<file path="src/rtl/core/lcmsg_pkg.sv">
// shared constants and controller/datapath interface types for the lcm core
package lcmsg_pkg;

	// operand width used by the gcd, divide and multiply datapath
	localparam int WIDTH = 16;

	// fixed field widths of the request and result ports
	localparam int IN_W  = 16;
	localparam int LCM_W = 32;
	localparam int GCD_W = 16;

	// divide step counter
	localparam int CNT_W = (WIDTH > 1) ? $clog2(WIDTH) : 1;
	localparam logic [CNT_W-1:0] DIV_LAST = CNT_W'(WIDTH - 1);

	// commands from the controller to the datapath
	typedef struct packed {
		logic load;       // capture operands of a new request
		logic step_gcd;   // one subtraction of the smaller from the larger
		logic div_init;   // clear remainder, load dividend
		logic div_step;   // one restoring division bit
		logic mul;        // quotient times second operand
		logic write_out;  // load the result register
	} cmd_t;

	// status from the datapath to the controller
	typedef struct packed {
		logic in_zero;    // an operand on the request ports is zero
		logic eq;         // both gcd registers hold the same value
		logic div_last;   // final division bit in progress
	} sts_t;

endpackage

</file>
<file path="src/rtl/core/lcmsg_ctrl.sv">
// controller state machine sequencing gcd, divide, multiply and result hand-off
module lcmsg_ctrl (
	input  logic                clk,
	input  logic                arst_n,
	input  logic                in_valid,
	output logic                in_ready,
	output logic                out_valid,
	input  logic                out_ready,
	input  lcmsg_pkg::sts_t     sts,
	output lcmsg_pkg::cmd_t     cmd
);
	import lcmsg_pkg::*;

	localparam logic [2:0] ST_IDLE = 3'd0;
	localparam logic [2:0] ST_GCD  = 3'd1;
	localparam logic [2:0] ST_DIV  = 3'd2;
	localparam logic [2:0] ST_MUL  = 3'd3;
	localparam logic [2:0] ST_WR   = 3'd4;

	logic [2:0] state_q;
	logic [2:0] state_nxt;
	logic       out_valid_q;
	logic       out_free;

	// result register can take a new value when empty or being drained
	assign out_free  = !out_valid_q || out_ready;
	assign in_ready  = (state_q == ST_IDLE);
	assign out_valid = out_valid_q;

	// next state and commands
	always_comb begin
		state_nxt = state_q;
		cmd       = '0;
		unique case (state_q)
			ST_IDLE: begin
				if (in_valid) begin
					cmd.load  = 1'b1;
					state_nxt = sts.in_zero ? ST_WR : ST_GCD;
				end
			end
			ST_GCD: begin
				if (sts.eq) begin
					cmd.div_init = 1'b1;
					state_nxt    = ST_DIV;
				end else begin
					cmd.step_gcd = 1'b1;
				end
			end
			ST_DIV: begin
				cmd.div_step = 1'b1;
				if (sts.div_last) begin
					state_nxt = ST_MUL;
				end
			end
			ST_MUL: begin
				cmd.mul   = 1'b1;
				state_nxt = ST_WR;
			end
			ST_WR: begin
				if (out_free) begin
					cmd.write_out = 1'b1;
					state_nxt     = ST_IDLE;
				end
			end
			default: begin
				state_nxt = ST_IDLE;
			end
		endcase
	end

	// state and result valid flag
	always_ff @(posedge clk or negedge arst_n) begin
		if (!arst_n) begin
			state_q     <= ST_IDLE;
			out_valid_q <= 1'b0;
		end else begin
			state_q <= state_nxt;
			if (cmd.write_out) begin
				out_valid_q <= 1'b1;
			end else if (out_ready) begin
				out_valid_q <= 1'b0;
			end
		end
	end

endmodule

</file>
<file path="src/rtl/core/lcmsg_dpath.sv">
// datapath: subtractive gcd, restoring divider, multiplier and result register
module lcmsg_dpath (
	input  logic                          clk,
	input  logic [lcmsg_pkg::IN_W-1:0]    a,
	input  logic [lcmsg_pkg::IN_W-1:0]    b,
	input  lcmsg_pkg::cmd_t               cmd,
	output lcmsg_pkg::sts_t               sts,
	output logic [lcmsg_pkg::LCM_W-1:0]   lcm,
	output logic [lcmsg_pkg::GCD_W-1:0]   gcd,
	output logic                          valid_res
);
	import lcmsg_pkg::*;

	logic [WIDTH-1:0]   a_op;
	logic [WIDTH-1:0]   b_op;
	logic [WIDTH-1:0]   x_q;
	logic [WIDTH-1:0]   y_q;
	logic [WIDTH-1:0]   a_q;
	logic [WIDTH-1:0]   b_q;
	logic               zero_q;
	logic [WIDTH-1:0]   rem_q;
	logic [WIDTH-1:0]   quo_q;
	logic [CNT_W-1:0]   cnt_q;
	logic [2*WIDTH-1:0] prod_q;
	logic [WIDTH:0]     trial;
	logic               trial_ge;
	logic [WIDTH:0]     trial_sub;
	logic [LCM_W-1:0]   lcm_q;
	logic [GCD_W-1:0]   gcd_q;
	logic               valid_res_q;

	// operands are resized to the datapath width; with WIDTH equal to IN_W all bits take part
	assign a_op = WIDTH'(a);
	assign b_op = WIDTH'(b);

	assign sts.in_zero  = (a_op == '0) || (b_op == '0);
	assign sts.eq       = (x_q == y_q);
	assign sts.div_last = (cnt_q == DIV_LAST);

	// one restoring division bit: shift in next dividend bit, try subtracting gcd
	assign trial     = {rem_q, quo_q[WIDTH-1]};
	assign trial_ge  = (trial >= {1'b0, x_q});
	assign trial_sub = trial - {1'b0, x_q};

	// operand capture and gcd subtraction
	always_ff @(posedge clk) begin
		if (cmd.load) begin
			x_q    <= a_op;
			y_q    <= b_op;
			a_q    <= a_op;
			b_q    <= b_op;
			zero_q <= (a_op == '0) || (b_op == '0);
		end else if (cmd.step_gcd) begin
			if (x_q > y_q) begin
				x_q <= x_q - y_q;
			end else begin
				y_q <= y_q - x_q;
			end
		end
	end

	// divider: first operand over gcd, one quotient bit per cycle
	always_ff @(posedge clk) begin
		if (cmd.div_init) begin
			rem_q <= '0;
			quo_q <= a_q;
			cnt_q <= '0;
		end else if (cmd.div_step) begin
			rem_q <= trial_ge ? trial_sub[WIDTH-1:0] : trial[WIDTH-1:0];
			quo_q <= {quo_q[WIDTH-2:0], trial_ge};
			cnt_q <= cnt_q + 1'b1;
		end
	end

	// multiply quotient by second operand
	always_ff @(posedge clk) begin
		if (cmd.mul) begin
			prod_q <= quo_q * b_q;
		end
	end

	// result register
	always_ff @(posedge clk) begin
		if (cmd.write_out) begin
			if (zero_q) begin
				lcm_q       <= '0;
				gcd_q       <= '0;
				valid_res_q <= 1'b0;
			end else begin
				lcm_q       <= LCM_W'(prod_q);
				gcd_q       <= GCD_W'(x_q);
				valid_res_q <= 1'b1;
			end
		end
	end

	assign lcm       = lcm_q;
	assign gcd       = gcd_q;
	assign valid_res = valid_res_q;

endmodule

</file>
<file path="src/rtl/core/lcm_by_subtractive_gcd_core.sv">
// top level of the lcm core: controller plus datapath
//
//  channel  | handshake            | payload
//  ---------+----------------------+---------------------
//  request  | in_valid / in_ready  | a, b
//  result   | out_valid / out_ready| lcm, gcd, valid_res
//
// a request takes a load, the gcd subtractions (up to 2^WIDTH-2 of them), an
// equality check, WIDTH divide steps, a multiply and a write; a zero operand goes
// from the load straight to the write.
// the subtraction loop of the gcd registers sets how long a request takes.
// in_ready is high only while idle; a finished result waits in the result
// register, and a new request is accepted while it waits there.
// arst_n clears the controller and the result valid flag.
module lcm_by_subtractive_gcd_core (
	input  logic                          clk,
	input  logic                          arst_n,
	input  logic                          in_valid,
	output logic                          in_ready,
	input  logic [lcmsg_pkg::IN_W-1:0]    a,
	input  logic [lcmsg_pkg::IN_W-1:0]    b,
	output logic                          out_valid,
	input  logic                          out_ready,
	output logic [lcmsg_pkg::LCM_W-1:0]   lcm,
	output logic [lcmsg_pkg::GCD_W-1:0]   gcd,
	output logic                          valid_res
);
	import lcmsg_pkg::*;

	cmd_t cmd;
	sts_t sts;

	// sequencing
	lcmsg_ctrl u_ctrl (
		.clk       (clk),
		.arst_n    (arst_n),
		.in_valid  (in_valid),
		.in_ready  (in_ready),
		.out_valid (out_valid),
		.out_ready (out_ready),
		.sts       (sts),
		.cmd       (cmd)
	);

	// arithmetic and result register
	lcmsg_dpath u_dpath (
		.clk       (clk),
		.a         (a),
		.b         (b),
		.cmd       (cmd),
		.sts       (sts),
		.lcm       (lcm),
		.gcd       (gcd),
		.valid_res (valid_res)
	);

endmodule

</file>
<file path="config.mk">
export PLATFORM = sky130hd
export DESIGN_NAME = lcm_by_subtractive_gcd_core
export DESIGN_NICKNAME = d
export VERILOG_FILES = /design/src/rtl/core/lcmsg_pkg.sv /design/src/rtl/core/lcmsg_ctrl.sv /design/src/rtl/core/lcmsg_dpath.sv /design/src/rtl/core/lcm_by_subtractive_gcd_core.sv
export SDC_FILE = /design/constraint.sdc
export NUM_CORES = 1
export LEC_CHECK = 0
export CAP_MARGIN = 20
export CORE_MARGIN = 10
export CORE_UTILIZATION = 30
export DETAILED_ROUTE_END_ITERATION = 8
export DONT_BUFFER_PORTS = 1
export PLACE_DENSITY_LB_ADDON = 0.08
export SLEW_MARGIN = 20
export SYNTH_ARGS = -nofsm -noshare
export SYNTH_HDL_FRONTEND = slang
export SYNTH_SLANG_ARGS = --single-unit
export TNS_END_PERCENT = 20
</file>
<file path="constraint.sdc">
create_clock -name clk -period 5.9 [get_ports clk]
set_input_delay 0.59 -clock clk [delete_from_list [all_inputs] [get_ports clk]]
set_output_delay 0.59 -clock clk [all_outputs]
set_load 0.05 [all_outputs]
</file>
# --- After elaboration in Yosys (flattened, before gate mapping) ---
# Cells that the tools add are included.
word_totals:
  register_bits: 186
  in_bits: 36
  out_inout_bits: 51
  word_cells: 72
op_classes:
  add_sub_neg: 4
  n_mul: 1
  n_lt_le_gt_ge: 2
  eq_ne: 11
  n_mux: 27
  n_reduce_logical: 13
ops:
  columns: ["cell", "count"]
  rows:
  - ["16-bit two-way mux", 9]
  - ["16-bit subtractor", 3]
  - ["16-bit logical NOT", 2]
  - ["16-bit by 16-bit multiplier with 32-bit output", 1]
  - ["17-bit by 16-bit >= comparator with 1-bit output", 1]
  - ["16-bit == test", 1]
  - ["16-bit greater-than comparator", 1]
  - ["3-bit two-way mux", 5]
  - ["3-bit case mux with 5 select lines", 1]
  - ["1-bit two-way mux", 11]
  - ["2-bit inequality test (second input constant)", 4]
  - ["2-bit nonzero test", 4]
  - ["3-bit by 2-bit == test with 1-bit output (second input constant)", 2]
  - ["4-bit by 1-bit adder with 4-bit output (second input constant)", 1]
  - ["4-bit == test (second input constant)", 1]
  - ["2-bit AND reduction", 2]
  - ["4-bit AND reduction", 1]
  - ["3-bit by 1-bit == test with 1-bit output (second input constant)", 1]
  - ["3-bit == test (second input constant)", 1]
  - ["3-bit logical NOT", 1]
  - ["1-bit logical OR", 2]
  - ["2-bit two-way mux", 1]
  - ["2-bit by 1-bit inequality test with 1-bit output (second input constant)", 1]
  - ["1-bit logical NOT", 1]

# --- Depth between registers and ports, before layout ---
# Gate-level depths: netlist of run 1.
logic_depth:
  ltp_word: 5
  mapped_depth: 22
  mapped_depth_nobuf: 20

# --- Modules after synthesis ---
# From an unflattened synthesis of run 1, not the netlist that was laid out.
hier_totals:
  cells_unflattened: 1786
  hier_area_um2: 17915.9
by_module_without_submodules:
  columns: ["module", "n_inst", "cells_per_inst", "area_each_um2", "seq_area_each_um2"]
  rows:
  - ["lcmsg_dpath", 1, 1757, 17654.4, 5265.0]
  - ["lcmsg_ctrl", 1, 29, 261.5, 100.1]

# --- Least setup slack after synthesis of run 1 ---
# No wires, ideal clock.
synth_path:
  path_type: "register to register"
  startpoint: "register u_dpath.b_q[1]"
  endpoint: "register u_dpath.prod_q[26] (data pin)"
  t_arrival_ps: 5537
  path_slack_ps: 103
  stages_incl_launch_ff: 20
  path_buffers: 1
  period_less_slack_ps: 5797
  cell_sequence: "edfxtp_1 > clkbuf_1 > nand2_1 > fa_1 > fa_1 > fa_1 > fa_1 > inv_1 > fa_1 > inv_1 > fa_1 > inv_1 > ha_1 > and3_1 > a221oi_2 > o211ai_1 > a31oi_1 > o21bai_1 > a31oi_1 > xnor2_1"
synth_via:
  elab_chain_len: 1
synth_rtl:
  columns: ["item", "line_no", "text"]
  rows:
  - ["from (decl)", "lcmsg_dpath.sv:19", "logic [WIDTH-1:0] b_q;"]
  - ["from (signal assigned)", "lcmsg_dpath.sv:51", "b_q <= b_op;"]
  - ["16-bit by 16-bit multiplier with 32-bit output", "lcmsg_dpath.sv:78", "prod_q <= quo_q * b_q;"]
  - ["to (signal assigned)", "lcmsg_dpath.sv:78", null]
  - ["to (decl)", "lcmsg_dpath.sv:24", "logic [2*WIDTH-1:0] prod_q;"]
# Every way passes these cells.
# A chain may end at the register's enable or synchronous reset.

# --- Final worst setup path of run 1 ---
layout_path:
  startpoint: "register u_dpath.quo_q[12]"
  endpoint: "register u_dpath.prod_q[31] (data pin)"
layout_via:
  elab_chain_len: 1
layout_rtl:
  columns: ["item", "line_no", "text"]
  rows:
  - ["from (decl)", "lcmsg_dpath.sv:22", "logic [WIDTH-1:0] quo_q;"]
  - ["from (signal assigned)", "lcmsg_dpath.sv:66", "quo_q <= a_q;"]
  - ["from (signal assigned)", "lcmsg_dpath.sv:70", "quo_q <= {quo_q[WIDTH-2:0], trial_ge};"]
  - ["16-bit by 16-bit multiplier with 32-bit output", "lcmsg_dpath.sv:78", null]
# Every way passes these cells.

==> results_dict.tcl, run 1 <==
set metrics [dict create \
    synth_ff_type "edfxtp_1" \
    synth_mux_area_share_pct 1.480 \
    ant_nets 0 \
    slew-limit-headroom_pct 32.64 \
    diodes 0 \
    synthArstFlopShare_pct 2.151 \
    grt_max_degree 56 \
    holdCritPathClass "input pin to flop" \
    setup-violations-final 0 \
    io_pins 87 \
    grt_pass1_vias 13287 \
    yosysTopAreaCell "edfxtp_1" \
    dr.pass1.iters 5 \
    critPathLaunch "u_dpath.quo_q[12]" \
    critical_path.max_fanout 12 \
    insertion_delay_ns 0.50 \
    cts_buffers 17 \
    required_ns 6.15 \
    cts_tree "yes" \
    synth_fa_ha_area_share_pct 32.77 \
    syn2layout_area_growth_pct 13.12 \
    ys_types 67 \
    synth_top_family_by_area "adder cells" \
    antenna_found_initial 0 \
    io_buffers 0 \
    crit_slowest_cell "edfxtp_1" \
    wirelength_mm 53.60 \
    peakVddDrop_mv 0.3325 \
    fp.dieH_um 263.9 \
    clock_sinks 186 \
    rows 89 \
    fin_skew_ns 0.02399 \
    period_share_pct 97.49 \
    gp_congestion 0.8259 \
    die_w_um 263.9 \
    viasPerCell 4.765 \
    cp.arrival_ns 6.00 \
    cts_root_buf "clkbuf_16" \
    hpwl_mm 43.30 \
    synth-xor-area-share_pct 2.896 \
    final_core_util_pct 34.26 \
    final_layout_size_suffix_gt1_share_pct 11.23 \
    htree_levels 4 \
    crit_top_cell "fa_1" \
    clk_pin_slew_ns 0.09 \
    criticalPathCategory "flop to flop" \
    clockBufferDepth 2 \
    cp-start-kind "flop" \
    setup_slack_ns 0.1480 \
    synth-simple-area-share_pct 15.45 \
    r2r_slack_ns 0.15 \
    crit_path_end "u_dpath.prod_q[31]" \
    ys_warn_count 0 \
    nFillCells 6011 \
    rsz0062_at_grt "yes" \
    netlist_area_um2 17840 \
    core_um2 58910 \
    synth.area.top_cells "edfxtp_1, fa_1, ha_1" \
    drc 0 \
    grt_overflow 0 \
    pre_cts_ws_ns -0.1322 \
    hold_viol_final 0 \
    r2r_start "u_dpath.quo_q[12]" \
    ys_seq_area_share_pct 30.07 \
    wl_per_cell_um 20.42 \
    grt_pass1_wl_mm 81.85 \
    r2r_cells 20 \
    slew_violations 0 \
    synth_top_area_share_pct 27.27 \
    period_minus_slack_ns 5.752 \
    ys_seq_elements 186 \
    r2r_end "u_dpath.prod_q[31]" \
    p_leak_uw 0.008972 \
    grt_usage_pct 15.41 \
    syn_nets 2173 \
    tightest_slew_ns 1.008 \
    nets 2224 \
    die_area_um2 69620 \
    initial_core_util_pct 30.29 \
    synth_edf_count 162 \
    max_freq_mhz 173.9 \
    status "finished, final reports clean" \
    syn_inst 1788 \
    avgSynthCellArea_um2 9.978 \
    drv_cap 0 \
    crit_path_cell_trace "buf_6 -> and2_1 -> fa_1 -> inv_1 -> fa_1 -> inv_1 -> fa_1 -> fa_1 -> fa_1 -> inv_1 -> fa_1 -> inv_1 -> ha_1 -> a21o_1 -> o21bai_1 -> a221oi_2 -> or2_2 -> nand3_1 -> o22ai_1 -> xnor2_1" \
    endpoint_kind "flop" \
    powerDensity_nw_per_um2 384.5 \
    slowest_delay_ns 0.53 \
    num_vias 12508 \
    drt_iter0_drc 550 \
    synth-compound-area-share_pct 9.867 \
]
==> worst min-delay path by stage <==
stage | start | endpoint | cells after the start
2_1_floorplan | arst_n | u_ctrl.out_valid | 0
3_3_place_gp | arst_n | u_ctrl.out_valid | 0
3_5_place_dp | arst_n | u_ctrl.out_valid | 0
4_1_cts | b[6] | u_dpath.b_q[6] | 0
5_1_grt | b[2] | u_dpath.b_q[2] | 0
6_report | b[6] | u_dpath.b_q[6] | 0
==> flip-flops by register name (all words and copies together) (netlist names) <==
signal,count
u_dpath.rem_q,16
u_dpath.y_q,16
u_ctrl.out_valid,1
u_ctrl.state_q,3
u_dpath.x_q,16
u_dpath.cnt_q,4
u_dpath.valid_res,1
u_dpath.prod_q,32
u_dpath.b_q,16
u_dpath.a_q,16
u_dpath.quo_q,16
u_dpath.gcd,16
u_dpath.zero_q,1
u_dpath.lcm,32
==> stage by stage <==
| stage | TNS (ns) | instance area (um2) | power (uW) | std cells | hold WS [ns] |
|---|---|---|---|---|---|
| global route | -0.5129 | 20180 | 8448 | 2625 | 0.1399 |
| detailed placement | -0.3317 | 19270 | 6428 | 2574 | 0.2946 |
| floorplan | 0 | 17840 | 5101 | 1788 | 0.2944 |
| finish | 0 | 20180 | 7760 | 2625 | 0.1770 |
| global placement | -0.03663 | 19270 | 6433 | 2574 | 0.2946 |
| CTS | 0 | 19980 | 7720 | 2616 | 0.1289 |
==> Yosys cell counts, drive strengths merged (20+ instances only) <==
| cell type | count |
|---|---|
| inv | 275 |
| ha | 152 |
| dfxtp | 20 |
| xnor2 | 34 |
| clkbuf | 60 |
| fa | 197 |
| nor2 | 75 |
| a21o | 39 |
| xor2 | 25 |
| and2 | 128 |
| nor2b | 42 |
| nand2 | 206 |
| a21oi | 74 |
| nand4 | 20 |
| edfxtp | 162 |
| o21ai | 50 |
==> where the power goes <==
| part | total [uW] | switching (uW) | leakage, uW | internal, uW |
|---|---|---|---|---|
| clock | 1200 | 640 | 0.000272 | 559 |
| combinational | 4630 | 2710 | 0.00699 | 1930 |
| sequential | 1930 | 94.1 | 0.00171 | 1840 |
==> routing by layer <==
metal	global-route usage [%]	vias to the layer above	part of all wire (%)
met3	3.122	55	3.3
met5	0	-	0
met1	17.99	6310	42
met4	5.745	0	2.8
li1	-	5987	-
met2	27.37	156	51
==> layout by cell type (no fill, tap or decap), types with 41 or more instances in the layout <==
master / n
inv_1: 269
nand2_1: 205
fa_1: 197
edfxtp_1: 162
ha_1: 149
and2_1: 123
buf_4: 91
nor2_1: 73
a21oi_1: 68
o21ai_0: 45
nor2b_1: 41
==> cells by family (layout without fill, tap and decap cells) <==
| group | count (synthesis) | in the layout |
|---|---|---|
| buffers and inverters | 350 | 414 |
| AOI/OAI and AO/OA | 265 | 265 |
| xor gates and xnor gates | 59 | 59 |
| and+or+nand+nor | 555 | 555 |
| DFF | 186 | 186 |
| muxes | 24 | 24 |
| adders and majority gates | 349 | 349 |
==> area by class of cell <==
class / instances / area, um2 / share of cell area, %
Inverter: 275 / 1032 / 5.115
Sequential cell: 186 / 5365 / 26.58
Clock inverter: 13 / 126.4 / 0.6262
Multi-Input combinational cell: 1252 / 11350 / 56.24
Timing Repair Buffer: 107 / 908.4 / 4.501
Clock buffer: 19 / 432.9 / 2.145
Tap cell: 773 / 967.2 / 4.792
==> timing repair <==
action	in CTS	in global routing
setup buffers	10	9
setup endpoints to repair	7	13
gates cloned	0	0
hold endpoints to repair	4	0
hold buffers	1	0
pin swaps	19	23
gates resized for setup	17	32
==> worst max-delay path, delay by kind of cell, from the launching register on <==
kind / cells / cell delay (ns)
DFF: 1 / 0.53
adders and majority gates: 7 / 3.24
buffers and inverters: 5 / 0.41
AOI/OAI and AO/OA: 4 / 0.81
xor gates and xnor gates: 1 / 0.09
and+or+nand+nor: 3 / 0.41
Power figures use the tool's default switching activity.
==> run 2: changes to the inputs <==
--- a/config.mk
+++ b/config.mk
@@ -7,7 +7,7 @@
 export LEC_CHECK = 0
 export CAP_MARGIN = 20
 export CORE_MARGIN = 10
-export CORE_UTILIZATION = 30
+export CORE_UTILIZATION = 60
 export DETAILED_ROUTE_END_ITERATION = 8
 export DONT_BUFFER_PORTS = 1
 export PLACE_DENSITY_LB_ADDON = 0.08
==> run 2 against run 1 <==
- critical path depth did not move
- clock power fell by 7%
- maximum frequency up 0.18%
- via count rose by 2.5%
- first-iteration DRC count up 36%
- register-to-register slack barely moved
- final cell count fell by 15%
- sequential power about the same
- hold slack improved by 0.034 ns
- flip-flop and latch count is the same
- critical endpoint is now u_dpath.prod_q[24]
- largest cell class unchanged
==> results_dict.tcl, run 2 (synthesis results as in run 1) <==
set metrics [dict create \
    peakVddDrop_mv 0.4512 \
    slew-limit-headroom_pct 42.61 \
    power_frac_seq_pct 25.8 \
    wirelength_mm 44.38 \
    viasPerCell 5.771 \
    grt_pass1_wl_mm 70.66 \
    period_minus_slack_ns 5.742 \
    wl_per_cell_um 19.98 \
    io_pins 87 \
    insertion_delay_ns 0.47 \
    fp.dieH_um 192.4 \
    drc 0 \
    nFillCells 2365 \
    p_sw_share_pct 43.31 \
    final_common_cell "inv_1" \
    gp_congestion 0.9525 \
    grt_pass1_vias 13330 \
    cp.arrival_ns 5.96 \
    cts_root_buf "clkbuf_16" \
    grt_usage_pct 24.67 \
    num_vias 12818 \
    final_layout_size_suffix_gt1_share_pct 9.940 \
    dr.pass1.iters 5 \
    htree_levels 4 \
    cp-start-kind "flop" \
    criticalPathCategory "flop to flop" \
    nets 2203 \
    rsz0062_at_grt "yes" \
    hpwl_mm 35.51 \
    ant_nets 0 \
    internal-power_uw 4221 \
    fin_skew_ns 0.01534 \
    grt_max_degree 56 \
    core_um2 29480 \
    status "finished, final reports clean" \
    diodes 0 \
    drt_iter0_drc 748 \
    pre_cts_ws_ns -0.04111 \
    endpoint_kind "flop" \
    powerDensity_nw_per_um2 382.7 \
    critical_path.max_fanout 6 \
    syn2layout_area_growth_pct 9.047 \
    die_w_um 192.4 \
    timing.hold.ws_ns 0.2107 \
    pwr-share-comb_pct 59.1 \
    clock_sinks 186 \
    clockBufferDepth 2 \
    holdCritPathClass "input pin to flop" \
    clkPwrFrac_pct 15.1 \
    period_share_pct 97.32 \
    initial_core_util_pct 60.52 \
    cts_tree "yes" \
    drv_cap 0 \
    slew_violations 0 \
    die_area_um2 37030 \
    fin_total_pwr_uw 7445 \
    required_ns 6.12 \
    setup_slack_ns 0.1583 \
    antenna_found_initial 0 \
    tightest_slew_ns 0.8561 \
    final_cell_mix "inv_1, nand2_1, fa_1" \
    max_freq_mhz 174.2 \
    hold_viol_final 0 \
    cts_buffers 17 \
    rows 63 \
    p_leak_uw 0.008868 \
    setup-violations-final 0 \
    net-switching-power_uw 3224 \
    clk_pin_slew_ns 0.08 \
    io_buffers 0 \
    grt_overflow 0 \
]
## run 2: changes by cell type in the layout (fill, tap and decap cells not counted), sizes merged
cell      previous run  this run
clkbuf              20        18
buf                105        85
inv                282       283
clkinv               5         6
clkinvlp             1         0
## run 2: what timing repair did
| action | 4_1_cts | 5_1_grt |
|---|---|---|
| resized for setup | 1 | 38 |
| hold buffers | 1 | 0 |
| endpoints found under the setup margin | 1 | 13 |
| setup buffers | 2 | 13 |
| endpoints found under the hold margin | 4 | 0 |
| pin swaps | 0 | 15 |
## run 2: final cells by class
cell class / instances / area [um2] / area share (%)
clock buffers: 18 / 429.2 / 2.206
clock inverters: 14 / 130.1 / 0.6689
inverters: 275 / 1032 / 5.306
multi-input cells: 1252 / 11320 / 58.18
flip-flops and latches: 186 / 5365 / 27.58
well taps: 390 / 488.0 / 2.508
repair buffers: 86 / 690.7 / 3.550
## run 2: worst paths after layout
check                                        from                 end  slack, ns  cells after the start
worst max register to register     u_dpath.b_q[6]  u_dpath.prod_q[24]       0.16                     20
worst min register to register  u_dpath.rem_q[10]   u_dpath.rem_q[10]       0.49                      2
min in group asynchronous                  arst_n   u_ctrl.state_q[2]       0.40                      1
worst min-delay path                         b[2]      u_dpath.b_q[2]       0.21                      0
worst max-delay path               u_dpath.b_q[6]  u_dpath.prod_q[24]       0.16                     20
max in group asynchronous                  arst_n   u_ctrl.state_q[0]       5.31                      1
## run 2: routing by layer
metal / GRT usage, % / share of wire, %
met2: 43.58 / 52
met3: 4.951 / 5.3
met5: 0 / 0
met4: 10.38 / 4.2
met1: 28.64 / 39
## run 2: stage by stage
step / area (um2) / std cells / utilization [%] / setup TNS (ns)
floorplan: 17840 / 1788 / - / 0
global placement: 18580 / 2173 / 63.03 / -0.04342
detailed placement: 18580 / 2173 / 63.03 / -0.04111
CTS: 19170 / 2208 / 65.03 / 0
global route: 19450 / 2221 / 65.99 / -0.2876
finish: 19450 / 2221 / 65.99 / 0
## run 2: critical path: stages (launching register included)
cell and delay [ns]:
edfxtp_1 0.53, and2_4 0.23, fa_1 0.47, inv_1 0.06
fa_1 0.49, fa_1 0.44, fa_1 0.54, inv_1 0.05
fa_1 0.47, inv_1 0.05, fa_1 0.47, inv_1 0.06
ha_4 0.21, and3_4 0.18, a221oi_4 0.31, o211ai_1 0.19
a31oi_1 0.20, buf_4 0.17, o21bai_2 0.09, buf_4 0.14
xor2_1 0.13
## run 2: power by group through the flow
stage	sequential, uW	clock, uW	combinational [uW]
2_1_floorplan	1920	0	3180
3_5_place_dp	1950	0	4220
6_report	1920	1120	4400
5_1_grt	1940	1180	4900
4_1_cts	1920	1130	4250
3_3_place_gp	1950	0	4150
==> run 3: changes to the inputs <==
--- a/config.mk
+++ b/config.mk
@@ -7,7 +7,7 @@
 export LEC_CHECK = 0
 export CAP_MARGIN = 20
 export CORE_MARGIN = 10
-export CORE_UTILIZATION = 60
+export CORE_UTILIZATION = 65
 export DETAILED_ROUTE_END_ITERATION = 8
 export DONT_BUFFER_PORTS = 1
 export PLACE_DENSITY_LB_ADDON = 0.08
==> constraint.sdc (replaced) <==
create_clock -name clk -period 5.39 [get_ports clk]
set_input_delay 0.539 -clock clk [delete_from_list [all_inputs] [get_ports clk]]
set_output_delay 0.539 -clock clk [all_outputs]
set_load 0.05 [all_outputs]
==> run 3 against run 2 <==
- the run now ends with negative setup slack left
- hold slack got worse by 0.039 ns
- highest routed layer unchanged
- setup slack worse by 0.55 ns
- sequential power is 9.9% higher
- routed wire length up 0.28%
- maximum frequency fell by 0.61%
- largest cell class unchanged
==> results_dict.tcl, run 3 (synthesis results as in run 1) <==
set metrics [dict create \
    status "finished with violations" \
    failed_checks "negative setup slack" \
    io_pins 87 \
    cp.depth 21 \
    r2r_cells 21 \
    drc 0 \
    cts_tree "yes" \
    holdCritPathClass "input pin to flop" \
    final_common_cell "inv_1" \
    nFillCells 1920 \
    cts_buffers 17 \
    final_cell_mix "inv_1, nand2_1, fa_1" \
    gp_congestion 0.9512 \
    powerDensity_nw_per_um2 435.5 \
    insertion_delay_ns 0.46 \
    slowest_delay_ns 0.51 \
    max_freq_mhz 173.1 \
    drt_iter0_drc 965 \
    hold_viol_final 0 \
    min_path_cells 0 \
    viasPerCell 5.872 \
    required_ns 5.61 \
    period_share_pct 107.2 \
    rows 60 \
    initial_core_util_pct 66.20 \
    p_leak_uw 0.009219 \
    endpoint_kind "flop" \
    cts_root_buf "clkbuf_16" \
    timing.hold.ws_ns 0.1722 \
    die_area_um2 34470 \
    pre_cts_ws_ns -0.4704 \
    place_area_um2 19030 \
    nets 2265 \
    fp.dieH_um 185.7 \
    hpwl_mm 35.33 \
    syn2layout_area_growth_pct 12.57 \
    setup-violations-final 17 \
    criticalPathCategory "flop to flop" \
    wirelength_mm 44.50 \
    die_w_um 185.7 \
    wl_per_cell_um 19.92 \
    regArea_um2 5365 \
    multi_input_area_um2 11470 \
    grt_usage_pct 26.73 \
    fin_total_pwr_uw 8746 \
    drv_cap 0 \
    setup_slack_ns -0.3871 \
    grt_overflow 0 \
    core_um2 26950 \
    clock_sinks 186 \
    period_minus_slack_ns 5.777 \
    clockBufferDepth 2 \
    fin_skew_ns 0.01772 \
    grt_pass1_vias 13633 \
    peakVddDrop_mv 0.4972 \
    final_layout_size_suffix_gt1_share_pct 14.32 \
    diodes 0 \
    ant_nets 0 \
    clk_pin_slew_ns 0.09 \
    fin_area_um2 20080 \
    num_vias 13117 \
    cp-start-kind "flop" \
    slew_violations 0 \
    rsz0062_at_grt "yes" \
    grt_pass1_wl_mm 71.32 \
    crit_slowest_cell "fa_1" \
    tightest_slew_ns 0.8486 \
    dr.pass1.iters 5 \
    place_inst 2184 \
    path_buf_inv 6 \
    crit_path_cell_trace "buf_6 -> and2_4 -> fa_1 -> inv_1 -> fa_1 -> fa_1 -> fa_1 -> inv_1 -> fa_1 -> inv_1 -> fa_1 -> inv_2 -> ha_4 -> and3_4 -> a221oi_4 -> o211ai_1 -> buf_4 -> a31oi_4 -> o21bai_2 -> a31oi_1 -> xnor2_1" \
    slew-limit-headroom_pct 43.12 \
    grt_max_degree 50 \
    cp_top_family "adder cells" \
    cp.arrival_ns 5.99 \
    crit_top_cell "fa_1" \
    htree_levels 4 \
    critical_path.max_fanout 4 \
    antenna_found_initial 0 \
    final_cells 2234 \
    io_buffers 0 \
]
-- run 3: area by class of cell --
cell class / instances / area share (%)
multi-input combinational: 1252 / 57.09
sequential: 186 / 26.71
timing repair buffer: 148 / 5.806
inverter: 275 / 5.140
tap: 341 / 2.124
clock buffer: 17 / 2.118
clock inverter: 15 / 1.009
-- run 3: stage by stage --
stage	setup TNS, ns	util, %
6_report	-3.892	74.52
5_1_grt	-5.768	74.52
4_1_cts	-3.181	73.60
3_5_place_dp	-5.103	70.60
3_3_place_gp	-2.865	70.60
2_1_floorplan	-0.7347	-
-- run 3: power by group --
part / internal, uW / switching (uW) / leakage [uW]
sequential: 2010 / 102 / 0.00171
clock: 643 / 700 / 0.000298
combinational: 2310 / 2980 / 0.00721
-- run 3: final timing paths --
path                                  start            endpoint  slack, ns
hold / removal                        a[15]     u_dpath.a_q[15]       0.17
hold reg to reg            u_dpath.cnt_q[1]    u_dpath.cnt_q[1]       0.49
setup / recovery           u_dpath.quo_q[6]  u_dpath.prod_q[26]      -0.39
min in group asynchronous            arst_n    u_ctrl.out_valid       0.36
max in group asynchronous            arst_n   u_ctrl.state_q[2]       4.86
setup reg to reg           u_dpath.quo_q[6]  u_dpath.prod_q[26]      -0.39
-- run 3: routing by layer --
layer,vias to the layer above,global-route usage (%),wire length (um),share of wire (%)
met2,401,46.72,22820,51
met4,0,13.83,2339,5.3
met3,131,4.192,2192,4.9
met1,6501,31.18,17140,39
met5,-,0,0,0
li1,6084,-,-,-
-- run 3: repair_timing --
| item | in CTS | in global routing |
|---|---|---|
| hold endpoints to repair | 4 | 0 |
| resized for setup | 27 | 37 |
| pin swaps | 11 | 24 |
| hold buffers | 1 | 0 |
| endpoints found under the setup margin | 19 | 21 |
| setup buffers | 5 | 12 |
